[src/rtl/cgi_pkg.sv]
// types and constants of the colour gradient interpolator
// no dependencies
`default_nettype none
package cgi_pkg;
   localparam logic [1:0] KIND_CLEAR = 2'd0;
   localparam logic [1:0] KIND_LOAD  = 2'd1;
   localparam logic [1:0] KIND_QUERY = 2'd2;
   localparam logic [1:0] KIND_SPARE = 2'd3;
   localparam logic [2:0] ST_OK      = 3'd0;
   localparam logic [2:0] ST_FULL    = 3'd1;
   localparam logic [2:0] ST_PERCENT = 3'd2;
   localparam logic [2:0] ST_EMPTY   = 3'd3;
   localparam logic [2:0] ST_INDEX   = 3'd4;
   localparam logic [6:0] PCT_MAX    = 7'd100;

   typedef struct packed {
      logic [1:0] kind;
      logic [6:0] stop_percent;
      logic [7:0] stop_red;
      logic [7:0] stop_green;
      logic [7:0] stop_blue;
      logic [9:0] step_index;
   } req_type;

   typedef struct packed {
      logic [2:0]  status;
      logic [6:0]  position;
      logic [15:0] red_out;
      logic [15:0] green_out;
      logic [15:0] blue_out;
   } rsp_type;

   // queue entry: the beat plus a range check done at the front
   typedef struct packed {
      req_type    req;
      logic       pct_bad;
   } cmd_type;
endpackage
`default_nettype wire

[src/rtl/cgi_div.sv]
// serial restoring divider, one quotient bit a cycle
// depends on nothing
`default_nettype none
module cgi_div (
   input  wire logic        clock,
   input  wire logic        reset,
   input  wire logic        start,
   input  wire logic [31:0] num,
   input  wire logic [15:0] den,
   output logic             done,
   output logic [31:0]      quot
);
   logic [31:0] q_ff, q_in;
   logic [16:0] r_ff, r_in;
   logic [5:0]  cnt_ff, cnt_in;
   logic        run_ff, run_in;
   logic [16:0] trial;

   always_comb begin
      q_in = q_ff; r_in = r_ff; cnt_in = cnt_ff; run_in = run_ff;
      trial = {r_ff[15:0], q_ff[31]};
      if (start) begin
         q_in = num; r_in = '0; cnt_in = 6'd32; run_in = 1'b1;
      end else if (run_ff) begin
         if (trial >= {1'b0, den}) begin
            r_in = trial - {1'b0, den};
            q_in = {q_ff[30:0], 1'b1};
         end else begin
            r_in = trial;
            q_in = {q_ff[30:0], 1'b0};
         end
         cnt_in = cnt_ff - 6'd1;
         if (cnt_ff == 6'd1) run_in = 1'b0;
      end
   end

   always_ff @(posedge clock) begin
      q_ff <= q_in; r_ff <= r_in; cnt_ff <= cnt_in;
      if (reset) run_ff <= 1'b0;
      else run_ff <= run_in;
   end
   assign done = run_ff && (cnt_ff == 6'd1);
   assign quot = q_in;
endmodule
`default_nettype wire

[src/rtl/cgi_front.sv]
// front: accepts beats, checks percent range, feeds a short queue
// depends on cgi_pkg
`default_nettype none
module cgi_front (
   input  wire logic              clock,
   input  wire logic              reset,
   input  wire logic              start,
   input  wire cgi_pkg::req_type  req_data,
   output logic                   busy,
   input  wire logic              pop,
   output logic                   cmd_valid,
   output cgi_pkg::cmd_type       cmd
);
   import cgi_pkg::*;
   cmd_type    q_ff [2];
   logic [1:0] cnt_ff;
   logic       wp_ff, rp_ff;
   logic       push;

   assign busy = (cnt_ff == 2'd2);
   assign push = start && !busy;
   assign cmd_valid = (cnt_ff != 2'd0);
   assign cmd = q_ff[rp_ff];

   // two-entry queue
   always_ff @(posedge clock) begin
      if (push) begin
         q_ff[wp_ff].req <= req_data;
         q_ff[wp_ff].pct_bad <= (req_data.stop_percent > PCT_MAX);
      end
      if (reset) begin
         cnt_ff <= '0; wp_ff <= 1'b0; rp_ff <= 1'b0;
      end else begin
         if (push) wp_ff <= !wp_ff;
         if (pop) rp_ff <= !rp_ff;
         cnt_ff <= cnt_ff + {1'b0, push} - {1'b0, pop};
      end
   end
endmodule
`default_nettype wire

[src/rtl/cgi_back.sv]
// back: stop table sequencer, search and serial divisions
// depends on cgi_pkg and cgi_div
`default_nettype none
module cgi_back #(
   parameter int MAX_STOPS = 16,
   parameter int MAX_STEPS = 1024
) (
   input  wire logic              clock,
   input  wire logic              reset,
   input  wire logic [10:0]       step_count,
   input  wire logic              cmd_valid,
   input  wire cgi_pkg::cmd_type  cmd,
   output logic                   pop,
   output logic                   rsp_valid,
   output cgi_pkg::rsp_type       rsp_data
);
   import cgi_pkg::*;
   localparam int IW = (MAX_STOPS > 1) ? $clog2(MAX_STOPS) : 1;
   localparam int CW = $clog2(MAX_STOPS + 1);

   localparam logic [3:0] S_IDLE  = 4'd0;
   localparam logic [3:0] S_SCAN  = 4'd1;
   localparam logic [3:0] S_SHIFT = 4'd2;
   localparam logic [3:0] S_WRITE = 4'd3;
   localparam logic [3:0] S_TDIV  = 4'd4;
   localparam logic [3:0] S_QSCAN = 4'd5;
   localparam logic [3:0] S_QRD   = 4'd6;
   localparam logic [3:0] S_MUL   = 4'd7;
   localparam logic [3:0] S_CDIV  = 4'd8;
   localparam logic [3:0] S_DONE  = 4'd9;
   localparam logic [3:0] S_RDW   = 4'd10;

   // table memory: percent and colour
   logic [30:0] mem [MAX_STOPS];
   logic [30:0] rd_ff;
   logic [IW-1:0] ra, wa;
   logic          we;
   logic [30:0]   wd;
   always_ff @(posedge clock) begin
      if (we) mem[wa] <= wd;
      rd_ff <= mem[ra];
   end

   logic [3:0]    st_ff, st_in;
   logic [CW-1:0] n_ff, n_in;
   logic [CW-1:0] k_ff, k_in;
   cmd_type       c_ff, c_in;
   logic [6:0]    t_ff, t_in;
   logic [30:0]   lo_ff, lo_in, hi_ff, hi_in;
   logic [1:0]    ch_ff, ch_in;
   logic [15:0]   acc_ff [3];
   logic [15:0]   acc_in [3];
   logic [31:0]   num_ff, num_in;
   logic          ds;
   logic [31:0]   dn;
   logic [15:0]   dd;
   logic          ddone;
   logic [31:0]   dq;
   logic [2:0]    stat_in;
   logic          rv_in;
   logic          bad_cfg;

   cgi_div u_div (.clock(clock), .reset(reset), .start(ds), .num(dn), .den(dd),
      .done(ddone), .quot(dq));

   assign bad_cfg = (step_count < 11'd2) || ({21'd0, step_count} > MAX_STEPS)
      || ({1'b0, c_ff.req.step_index} >= step_count);

   logic [7:0] ca, cb, ma, mb;
   logic [6:0] dpct;
   always_comb begin
      ca = lo_ff[8*(2-ch_ff) +: 8];
      cb = hi_ff[8*(2-ch_ff) +: 8];
      ma = {1'b0, hi_ff[30:24]} - {1'b0, t_ff};
      mb = {1'b0, t_ff} - {1'b0, lo_ff[30:24]};
      dpct = hi_ff[30:24] - lo_ff[30:24];
   end

   // sequencer
   always_comb begin
      st_in = st_ff; n_in = n_ff; k_in = k_ff; c_in = c_ff; t_in = t_ff;
      lo_in = lo_ff; hi_in = hi_ff; ch_in = ch_ff; num_in = num_ff;
      for (int i = 0; i < 3; i++) acc_in[i] = acc_ff[i];
      pop = 1'b0; ra = k_ff[IW-1:0]; wa = k_ff[IW-1:0]; we = 1'b0;
      wd = {c_ff.req.stop_percent, c_ff.req.stop_red, c_ff.req.stop_green,
            c_ff.req.stop_blue};
      ds = 1'b0; dn = '0; dd = 16'd1; rv_in = 1'b0;
      unique case (st_ff)
         S_IDLE: begin
            if (cmd_valid) begin
               pop = 1'b1; c_in = cmd; k_in = '0; ch_in = '0;
               for (int i = 0; i < 3; i++) acc_in[i] = '0;
               t_in = '0;
               case (cmd.req.kind)
                  KIND_CLEAR: begin n_in = '0; st_in = S_DONE; end
                  KIND_LOAD: st_in = cmd.pct_bad ? S_DONE : S_RDW;
                  KIND_QUERY: st_in = S_DONE;
                  default: st_in = S_DONE;
               endcase
               if (cmd.req.kind == KIND_QUERY && n_ff != '0) st_in = S_TDIV;
            end
         end
         // wait for read of entry k
         S_RDW: begin
            if (k_ff == n_ff) st_in = (n_ff == CW'(MAX_STOPS)) ? S_DONE : S_WRITE;
            else st_in = S_SCAN;
         end
         S_SCAN: begin
            if (rd_ff[30:24] == c_ff.req.stop_percent) begin
               we = 1'b1; st_in = S_DONE;
            end else if (rd_ff[30:24] > c_ff.req.stop_percent) begin
               st_in = (n_ff == CW'(MAX_STOPS)) ? S_DONE : S_SHIFT;
               k_in = n_ff;
            end else begin
               k_in = k_ff + 1'b1; st_in = S_RDW; ra = k_in[IW-1:0];
            end
            if (rd_ff[30:24] != c_ff.req.stop_percent
                && rd_ff[30:24] <= c_ff.req.stop_percent) ra = k_in[IW-1:0];
         end
         // move entries up by one until the insert slot, then write
         S_SHIFT: begin
            ra = k_ff[IW-1:0] - 1'b1;
            st_in = S_QRD;
            ch_in = 2'd3;
         end
         S_WRITE: begin
            we = 1'b1; n_in = n_ff + 1'b1; st_in = S_DONE;
         end
         S_TDIV: begin
            if (bad_cfg) st_in = S_DONE;
            else begin
               ds = (ch_ff != 2'd1);
               dn = 32'(c_ff.req.step_index) * 32'd100;
               dd = 16'(step_count - 11'd1);
               ch_in = 2'd1;
               if (ddone) begin
                  t_in = dq[6:0]; k_in = '0; ra = '0; st_in = S_QSCAN; ch_in = 2'd0;
               end
            end
         end
         S_QSCAN: begin
            ra = k_ff[IW-1:0]; st_in = S_QRD; ch_in = 2'd2;
         end
         S_QRD: begin
            if (ch_ff == 2'd3) begin
               // shift step: entry k-1 read, store at k
               wa = k_ff[IW-1:0];
               if (rd_ff[30:24] > c_ff.req.stop_percent) begin
                  we = 1'b1; wd = rd_ff; k_in = k_ff - 1'b1;
                  st_in = (k_ff == CW'(1)) ? S_WRITE : S_SHIFT;
                  if (k_ff == CW'(1)) k_in = '0;
               end else st_in = S_WRITE;
            end else begin
               // search: first stop with pct >= t, padded ends
               if (k_ff == '0) begin
                  lo_in = {7'd0, rd_ff[23:0]};
               end
               if (rd_ff[30:24] >= t_ff) begin
                  hi_in = rd_ff;
                  if (k_ff != '0) st_in = S_MUL;
                  else if (rd_ff[30:24] == 7'd0) begin
                     // only t=0 reaches the first stop at zero
                     lo_in = {7'd0, rd_ff[23:0]}; hi_in = {PCT_MAX, rd_ff[23:0]};
                     st_in = S_MUL;
                  end else st_in = S_MUL;
               end else if (k_ff + 1'b1 == n_ff) begin
                  lo_in = rd_ff; hi_in = {PCT_MAX, rd_ff[23:0]}; st_in = S_MUL;
               end else begin
                  lo_in = rd_ff; k_in = k_ff + 1'b1; st_in = S_QSCAN;
               end
               ch_in = 2'd0;
            end
         end
         S_MUL: begin
            num_in = 32'((16'(ca) * 16'(ma) + 16'(cb) * 16'(mb))) << 8;
            st_in = S_CDIV;
         end
         S_CDIV: begin
            ds = (k_ff != CW'(MAX_STOPS)) && !ddone;
            dn = num_ff; dd = {9'd0, dpct};
            if (dpct == 7'd0) begin
               acc_in[ch_ff] = '0; ds = 1'b0;
               ch_in = ch_ff + 1'b1; st_in = (ch_ff == 2'd2) ? S_DONE : S_MUL;
            end else begin
               if (!ddone) begin
                  k_in = CW'(MAX_STOPS);
                  if (k_ff == CW'(MAX_STOPS)) ds = 1'b0;
               end else begin
                  acc_in[ch_ff] = dq[15:0]; k_in = '0;
                  ch_in = ch_ff + 1'b1; st_in = (ch_ff == 2'd2) ? S_DONE : S_MUL;
               end
            end
         end
         S_DONE: begin
            rv_in = 1'b1; st_in = S_IDLE;
         end
         default: st_in = S_IDLE;
      endcase
   end

   // result register and status
   always_comb begin
      if (c_ff.req.kind == KIND_LOAD)
         stat_in = c_ff.pct_bad ? ST_PERCENT :
                   (n_ff == CW'(MAX_STOPS) && !we && st_ff != S_WRITE) ? ST_FULL : ST_OK;
      else if (c_ff.req.kind == KIND_QUERY)
         stat_in = (n_ff == '0) ? ST_EMPTY : bad_cfg ? ST_INDEX : ST_OK;
      else stat_in = ST_OK;
   end

   logic       fl_ff;
   always_ff @(posedge clock) begin
      st_ff <= reset ? S_IDLE : st_in;
      n_ff <= reset ? '0 : n_in;
      rsp_valid <= reset ? 1'b0 : rv_in;
      if (st_ff == S_IDLE) fl_ff <= 1'b0;
      else if (we || st_ff == S_WRITE) fl_ff <= 1'b1;
      k_ff <= k_in; c_ff <= c_in; t_ff <= t_in; lo_ff <= lo_in; hi_ff <= hi_in;
      ch_ff <= ch_in; num_ff <= num_in;
      for (int i = 0; i < 3; i++) acc_ff[i] <= acc_in[i];
      if (st_ff == S_DONE) begin
         rsp_data.status <= (c_ff.req.kind == KIND_LOAD && !c_ff.pct_bad)
            ? (fl_ff ? ST_OK : ST_FULL) : stat_in;
         if (c_ff.req.kind == KIND_QUERY && stat_in == ST_OK) begin
            rsp_data.position <= t_ff;
            rsp_data.red_out <= acc_ff[0];
            rsp_data.green_out <= acc_ff[1];
            rsp_data.blue_out <= acc_ff[2];
         end else begin
            rsp_data.position <= '0; rsp_data.red_out <= '0;
            rsp_data.green_out <= '0; rsp_data.blue_out <= '0;
         end
      end
   end
endmodule
`default_nettype wire

[src/rtl/color_gradient_interpolator.sv]
// top level of the colour gradient interpolator
// depends on cgi_pkg, cgi_front, cgi_back
// channel   | ports              | flow
// request   | start busy req_data| in, held off by busy
// response  | rsp_valid rsp_data | out, one cycle, no stall
// csr       | csr_we csr_wdata   | write only
// a clear or an unused kind goes straight to its result; a load scans the stops
// and moves the larger ones up before its write; a query divides once for t,
// scans the stops, then multiplies and divides for each colour channel,
// all divisions on the one serial divider.
// busy rises when the two-entry queue is full; the receiver cannot stall.
// reset clears the stop count and the queue; the table is left as is.
`default_nettype none
module color_gradient_interpolator #(
   parameter int MAX_STOPS = 16,
   parameter int MAX_STEPS = 1024
) (
   input  wire logic             clock,
   input  wire logic             reset,
   input  wire logic             start,
   output logic                  busy,
   input  wire cgi_pkg::req_type req_data,
   output logic                  rsp_valid,
   output cgi_pkg::rsp_type      rsp_data,
   input  wire logic             csr_we,
   input  wire logic [10:0]      csr_wdata
);
   import cgi_pkg::*;
   logic [10:0] steps_ff;
   logic        pop, cv;
   cmd_type     cmd;

   // step count register
   always_ff @(posedge clock) begin
      if (reset) steps_ff <= 11'd256;
      else if (csr_we) steps_ff <= csr_wdata;
   end

   cgi_front u_front (.clock(clock), .reset(reset), .start(start),
      .req_data(req_data), .busy(busy), .pop(pop), .cmd_valid(cv), .cmd(cmd));
   cgi_back #(.MAX_STOPS(MAX_STOPS), .MAX_STEPS(MAX_STEPS)) u_back (
      .clock(clock), .reset(reset), .step_count(steps_ff), .cmd_valid(cv),
      .cmd(cmd), .pop(pop), .rsp_valid(rsp_valid), .rsp_data(rsp_data));
endmodule
`default_nettype wire

[config.mk]
export PLATFORM = sky130hd
export DESIGN_NAME = color_gradient_interpolator
export DESIGN_NICKNAME = d
export VERILOG_FILES = /design/src/rtl/cgi_pkg.sv /design/src/rtl/cgi_div.sv /design/src/rtl/cgi_front.sv /design/src/rtl/cgi_back.sv /design/src/rtl/color_gradient_interpolator.sv
export SDC_FILE = /design/constraint.sdc
export NUM_CORES = 2
export LEC_CHECK = 0
export ABC_AREA = 1
export ABC_CLOCK_PERIOD_IN_PS = 18600
export BUFFER_PORTS_ARGS = -buffer_cell sky130_fd_sc_hd__buf_2
export CAP_MARGIN = 20
export CELL_PAD_IN_SITES_DETAIL_PLACEMENT = 0
export CELL_PAD_IN_SITES_GLOBAL_PLACEMENT = 1
export CORE_ASPECT_RATIO = 0.6
export CORE_MARGIN = 1.5
export CORE_UTILIZATION = 45
export CTS_BUF_LIST = sky130_fd_sc_hd__clkbuf_8
export DETAILED_ROUTE_END_ITERATION = 10
export HOLD_SLACK_MARGIN = 0.02
export PLACE_DENSITY = 0.84
export SETUP_SLACK_MARGIN = 0.3
export SLEW_MARGIN = 20
export SYNTH_ARGS = -nofsm -noshare
export SYNTH_HDL_FRONTEND = slang
export SYNTH_HIERARCHICAL = 1
export SYNTH_SLANG_ARGS = --single-unit
[constraint.sdc]
create_clock -name clock -period 18.6 [get_ports clock]
set_clock_uncertainty 0.15 [all_clocks]
set_input_delay 1.86 -clock clock [delete_from_list [all_inputs] [get_ports clock]]
set_output_delay 1.86 -clock clock [all_outputs]
set_load 0.1 [all_outputs]
; After elaboration in Yosys (flattened, before gate mapping)
; Memories as Yosys holds them, arrays and structs flattened. A register that Yosys moved wholly into a read port is not among the register bits.
; Index checks and enable logic that the tools add are counted.
[word_totals]
ram_bits = 632
latch_bits = 0
output_inout_bits = 60
mem_bits_ro = 0
reg_bits = 283
memories = 3
[op_classes]
add_sub_neg = 15
div_mod_pow = 0
order_cmp = 10
n_shift = 2
mux = 108
n_eq_ne = 40
multipliers = 3
n_reduce_logical = 45
bitwise_logic = 4
[mem_list]
columns = memory, words, width, read_ports, rd_clocked_by_memory_dff, write_ports, line
row1 = u_back.mem, 16, 31, 1, 1, 1, cgi_back.sv:34  ; logic [30:0] mem [MAX_STOPS];
row2 = u_front.q_ff, 2, 44, 1, 1, 1, cgi_front.sv:15  ; cmd_type q_ff [2];
row3 = u_back.acc_ff, 3, 16, 3, 0, 3, cgi_back.sv:51  ; logic [15:0] acc_ff [3];
[ops]
columns = op, count
row1 = $mux 31, 11
row2 = $mux 48, 3
row3 = $pmux 48 s2, 1
row4 = $mux 4, 21
row5 = $mux 5, 14
row6 = $shiftx 31x33->8, 2
row7 = $mux 32, 2
row8 = $pmux 32 s2, 1
row9 = $and 48x48->48, 1
row10 = $bwmux 48, 1
row11 = $mux 16, 3
row12 = $not 48->48, 1
row13 = $pmux 4 s9, 1
row14 = $demux 16 s2, 1
row15 = $mul 8x8->16, 2
row16 = $pmux 16 s2, 1
row17 = $pmux 5 s5, 1
row18 = $mux 1, 24
row19 = $mux 7, 3
row20 = $mux 3, 6
row21 = $add 16x16->17, 1
row22 = $ge 17x16->1, 1
row23 = $mux 17, 1
row24 = $eq 4x3->1 const B, 4
row25 = 66 further kinds, 120

; Longest topological paths before layout
[logic_depth]
ltp_word = 13
ltp_mapped = 33

; Cells and area by module
; The synthesis kept the hierarchy.
[by_module_without_submodules]
columns = module, instances, area_each_um2, cells_per_inst
row1 = cgi_back, 1, 40639.0, 4038
row2 = cgi_front, 1, 3629.7, 174
row3 = cgi_div, 1, 3463.3, 547
row4 = color_gradient_interpolator, 1, 455.4, 69

; Least setup slack after synthesis
; OpenSTA, ideal clock, no wires.
[synth_timing]
path_kind = register to register
from = register u_back.ch_ff[0]
to = register u_back.num_ff[24] (data pin)
path_buffers = 3
required_ns = 18.176
t_arrival_ns = 6.639
setup_time_ns = 0.274
stages_incl_launch_ff = 29
setup_slack_ns = 11.537
path_cell_list = edfxtp_1 > inv_1 > clkbuf_1 > ha_1 > clkbuf_1 > clkinv_1 > clkbuf_1 > o21ai_0 > o22ai_1 > nand2_1 > inv_1 > nand2_1 > fa_1 > inv_1 > fa_1 > fa_1 > fa_1 > fa_1 > inv_1 > fa_1 > inv_1 > ha_1 > nand2_1 > nor2_1 > nand2_1 > o211ai_1 > a21boi_0 > o41ai_1 > xor2_1
[synth_between]
elab_chain_cells = 4
elab_cells_between_ends = 6
classes_between = 2 x add/sub / 2 x mul / 2 x shift
[synth_rtl]
columns = element, line
row1 = "start, declared", cgi_back.sv:50  ; logic [1:0] ch_ff, ch_in;
row2 = "start signal, assigned", cgi_back.sv:219  ; ch_ff <= ch_in; num_ff <= num_in;
row3 = $sub 2x2->3 (*), "cgi_back.sv:72, cgi_back.sv:73"
row4 = "$shiftx 31x33->8, on equally long branches", "cgi_back.sv:72, cgi_back.sv:73"
row5 = $mul 8x8->16, cgi_back.sv:175  ; num_in = 32'((16'(ca) * 16'(ma) + 16'(cb) * 16'(mb))) << 8;
row6 = $add 16x16->17 (*), cgi_back.sv:175
row7 = "end signal, assigned", cgi_back.sv:219
row8 = "end, declared", cgi_back.sv:53  ; logic [31:0] num_ff, num_in;
; Every way passes the cells marked *; elsewhere a longest branch is shown, timed or not.
; A chain may end at the register's enable or synchronous reset.

; Final worst setup path
; Ends and elaborated chain as after synthesis.

==> metrics.md <==
| Metric | Value |
|---|---|
| 1st-pass router iterations | `6` |
| Bufs on Longest Clock Path | `3` |
| Worst-margin pin slew | `1.25 ns` |
| Setup TNS Final | `0 ns` |
| Main synth FF type | `edfxtp_1` |
| Crit path required time | `19.02 ns` |
| Final critical-path required period | `9.21 ns` |
| CTS buffer count | `140` |
| Total number of vias | `34700` |
| Most common cell after layout, fill and taps aside | `inv_1` |
| Reg clk slew, reported paths | `0.08 ns` |
| Seq cells post-synth | `940` |
| Die area | `109000 um^2` |
| Syn Inst Count | `4828` |
| Vias in the first global route | `32200` |
| Post-cts sizing count | `0` |
| Ratio of cells with drive above 1 in the final layout | `9.81%` |
| # DRC | `0` |
| Ant diodes | `0` |
| Critical path class | `flop to flop` |
| Final Hold Vio Count | `0` |
| Rows | `92` |
| Peak Freq | `109 MHz` |
| Max-slew violations | `0` |
| RSZ-0062 raised after global routing | `no` |
| Syn avg cell area | `9.98 um^2` |
| Crit end category | `flop` |
| Port bufs | `117` |
| Fin crit share | `49.5%` |
| Fillers | `9504` |
| Global-route wire length before repair | `200000 um` |
| Initial antenna violation count | `3` |
| Num ports | `118` |
| Max_cap viols | `0` |
| Setup Fix Bufs, Post-CTS | `0` |
| Total Wirelength | `131000 um` |
| Nets | `5298` |
| Drt wl/cell | `20.2 um` |
| Die width | `425 um` |
| CTS tree | `built` |
| Placed cells | `6225` |
| CTS H-tree lvls | `4` |
| Initial DRC count | `4266` |
| Outcome | `complete, no violations` |
| Synth warn | `6` |
| Most frequent cells in the layout | `inv_1, edfxtp_1, nand2_1` |
| Via density | `5.35` |
| Starting density of the core | `45.7%` |
| Final Setup Violations | `0` |
| Clk_lat worst skew | `0.85 ns` |
| Mapped Area | `48200 um^2` |
| ANT nets after route | `0` |
| Hold-fix buffers, CTS | `0` |
| Ys async rst share | `0%` |
| Synth cell types | `58` |
| CP arrival | `9.63 ns` |
| Hold crit path type | `flop to flop` |
| CTS sink count | `940` |
| Total track usage | `24.1%` |
| Non-filler instance count after layout | `6486` |
| EDFF count, synth | `827` |
| DP Wirelength | `83300 um` |
| CTS Root Buffer Type | `clkbuf_8` |
| Grt ovf | `0` |
| Crit-path max FO | `35` |
| Core ar. | `106000 um^2` |
| Pin count of the biggest net entering global routing | `183` |
| Relative slew slack | `15.6%` |
| RD Place Congestion | `0.925` |
| Chip height | `256 um` |
| Fraction of the yosys area taken by sequential cells | `56.2%` |
| Area growth syn-to-layout | `10.1%` |
| Setup crit start kind | `flop` |
## routing by layer
| metal | routed length [um] | GRT usage (%) | share of wire, % | up-vias |
|---|---|---|---|---|
| li1 | - | - | - | 16200 |
| met1 | 63400 | 39.3 | 48 | 16700 |
| met2 | 51000 | 31.4 | 39 | 1647 |
| met3 | 14700 | 5.71 | 11 | 153 |
| met4 | 1910 | 5.73 | 1.5 | 0 |
| met5 | 0 | 0 | 0 | - |
## worst max-delay path, cell delays in order, from the launching register on
cell      delay [ns]
edfxtp_1        0.97
inv_1           0.69
ha_1            0.80
clkinv_1        0.55
nor2_1          0.22
o21ai_0         0.10
a21oi_1         0.24
inv_1           0.21
nor2_1          0.22
fa_1            0.45
fa_1            0.53
fa_1            0.52
fa_1            0.52
fa_1            0.56
inv_1           0.06
fa_1            0.54
inv_1           0.04
ha_1            0.37
nand2_1         0.09
nor2_1          0.09
nand2_1         0.06
o211ai_1        0.18
a21boi_0        0.28
o41ai_1         0.36
xor2_1          0.12
## layout make-up
class	count	area, um^2	area share (%)
clock inverters	108	671	1.26
multi-input cells	2827	17100	32.2
repair buffers	180	1080	2.04
well taps	1410	1760	3.32
clock buffers	153	2110	3.97
inverters	868	3260	6.14
flip-flops and latches	940	27100	51.1
## cell families after synthesis
family	after synthesis	share of synthesized area, %
buf+inv	1074	8.96
compound gates	385	4.33
fa+ha+maj	283	9.00
simple gates	2034	18.9
xor+xnor	57	1.04
other cells	1	0.00778
mux	54	1.57
flops	940	56.2
## state kept, by name (all words and copies together) (netlist names), 11 cells and up, named ones only
| register | count |
|---|---|
| u_back/rsp_data | 58 |
| u_back/u_div/r_ff | 16 |
| u_front/q_ff | 88 |
| u_back/c_ff | 44 |
| u_back/lo_ff | 24 |
| u_back/rd_ff | 31 |
| u_back/u_div/q_ff | 32 |
| steps_ff | 11 |
| u_back/num_ff | 17 |
| u_back/acc_ff | 48 |
| u_back/mem | 496 |
| u_back/hi_ff | 31 |
## synth_stat cells (all sizes together) (7+ instances only)
master,count,area share (%)
inv,864,6.7
edfxtp,827,52
nand2,818,6.4
nand3,687,7.2
nor2,372,3.0
a21oi,208,2.2
ha,177,4.6
o21ai,120,1.2
dfxtp,113,4.7
buf,110,1.5
fa,106,4.4
clkbuf,96,0.75
nand3b,89,1.4
mux2,54,1.6
xor2,48,0.87
nand4,26,0.36
nor3,26,0.27
o22ai,10,0.13
xnor2,9,0.16
o32ai,8,0.15
o2111ai,7,0.13
or2,7,0.091
## worst paths after layout
path                     from                end  slack [ns]  depth (start not counted)
max reg2reg   u_back/ch_ff[0]  u_back/num_ff[24]        9.39                         24
min          u_back/rd_ff[10]   u_back/hi_ff[10]        0.29                          0
min reg2reg  u_back/rd_ff[10]   u_back/hi_ff[10]        0.29                          0
max           u_back/ch_ff[0]  u_back/num_ff[24]        9.39                         24
## metrics by stage
step | worst slack [ns] | utilization [%] | area, um^2 | hold slack (ns)
after floorplan | 11.54 | - | 48200 | 0.258
after global placement | 9.67 | 47.6 | 50300 | 0.277
after detailed placement | 9.50 | 47.6 | 50300 | 0.276
after CTS | 9.48 | 50.2 | 53000 | 0.298
after global routing | 8.48 | 50.3 | 53100 | 0.311
final | 9.39 | 50.3 | 53100 | 0.294
Power is not shown: default switching activity piles up to over one toggle a cycle in this logic, so the estimate is an artifact.
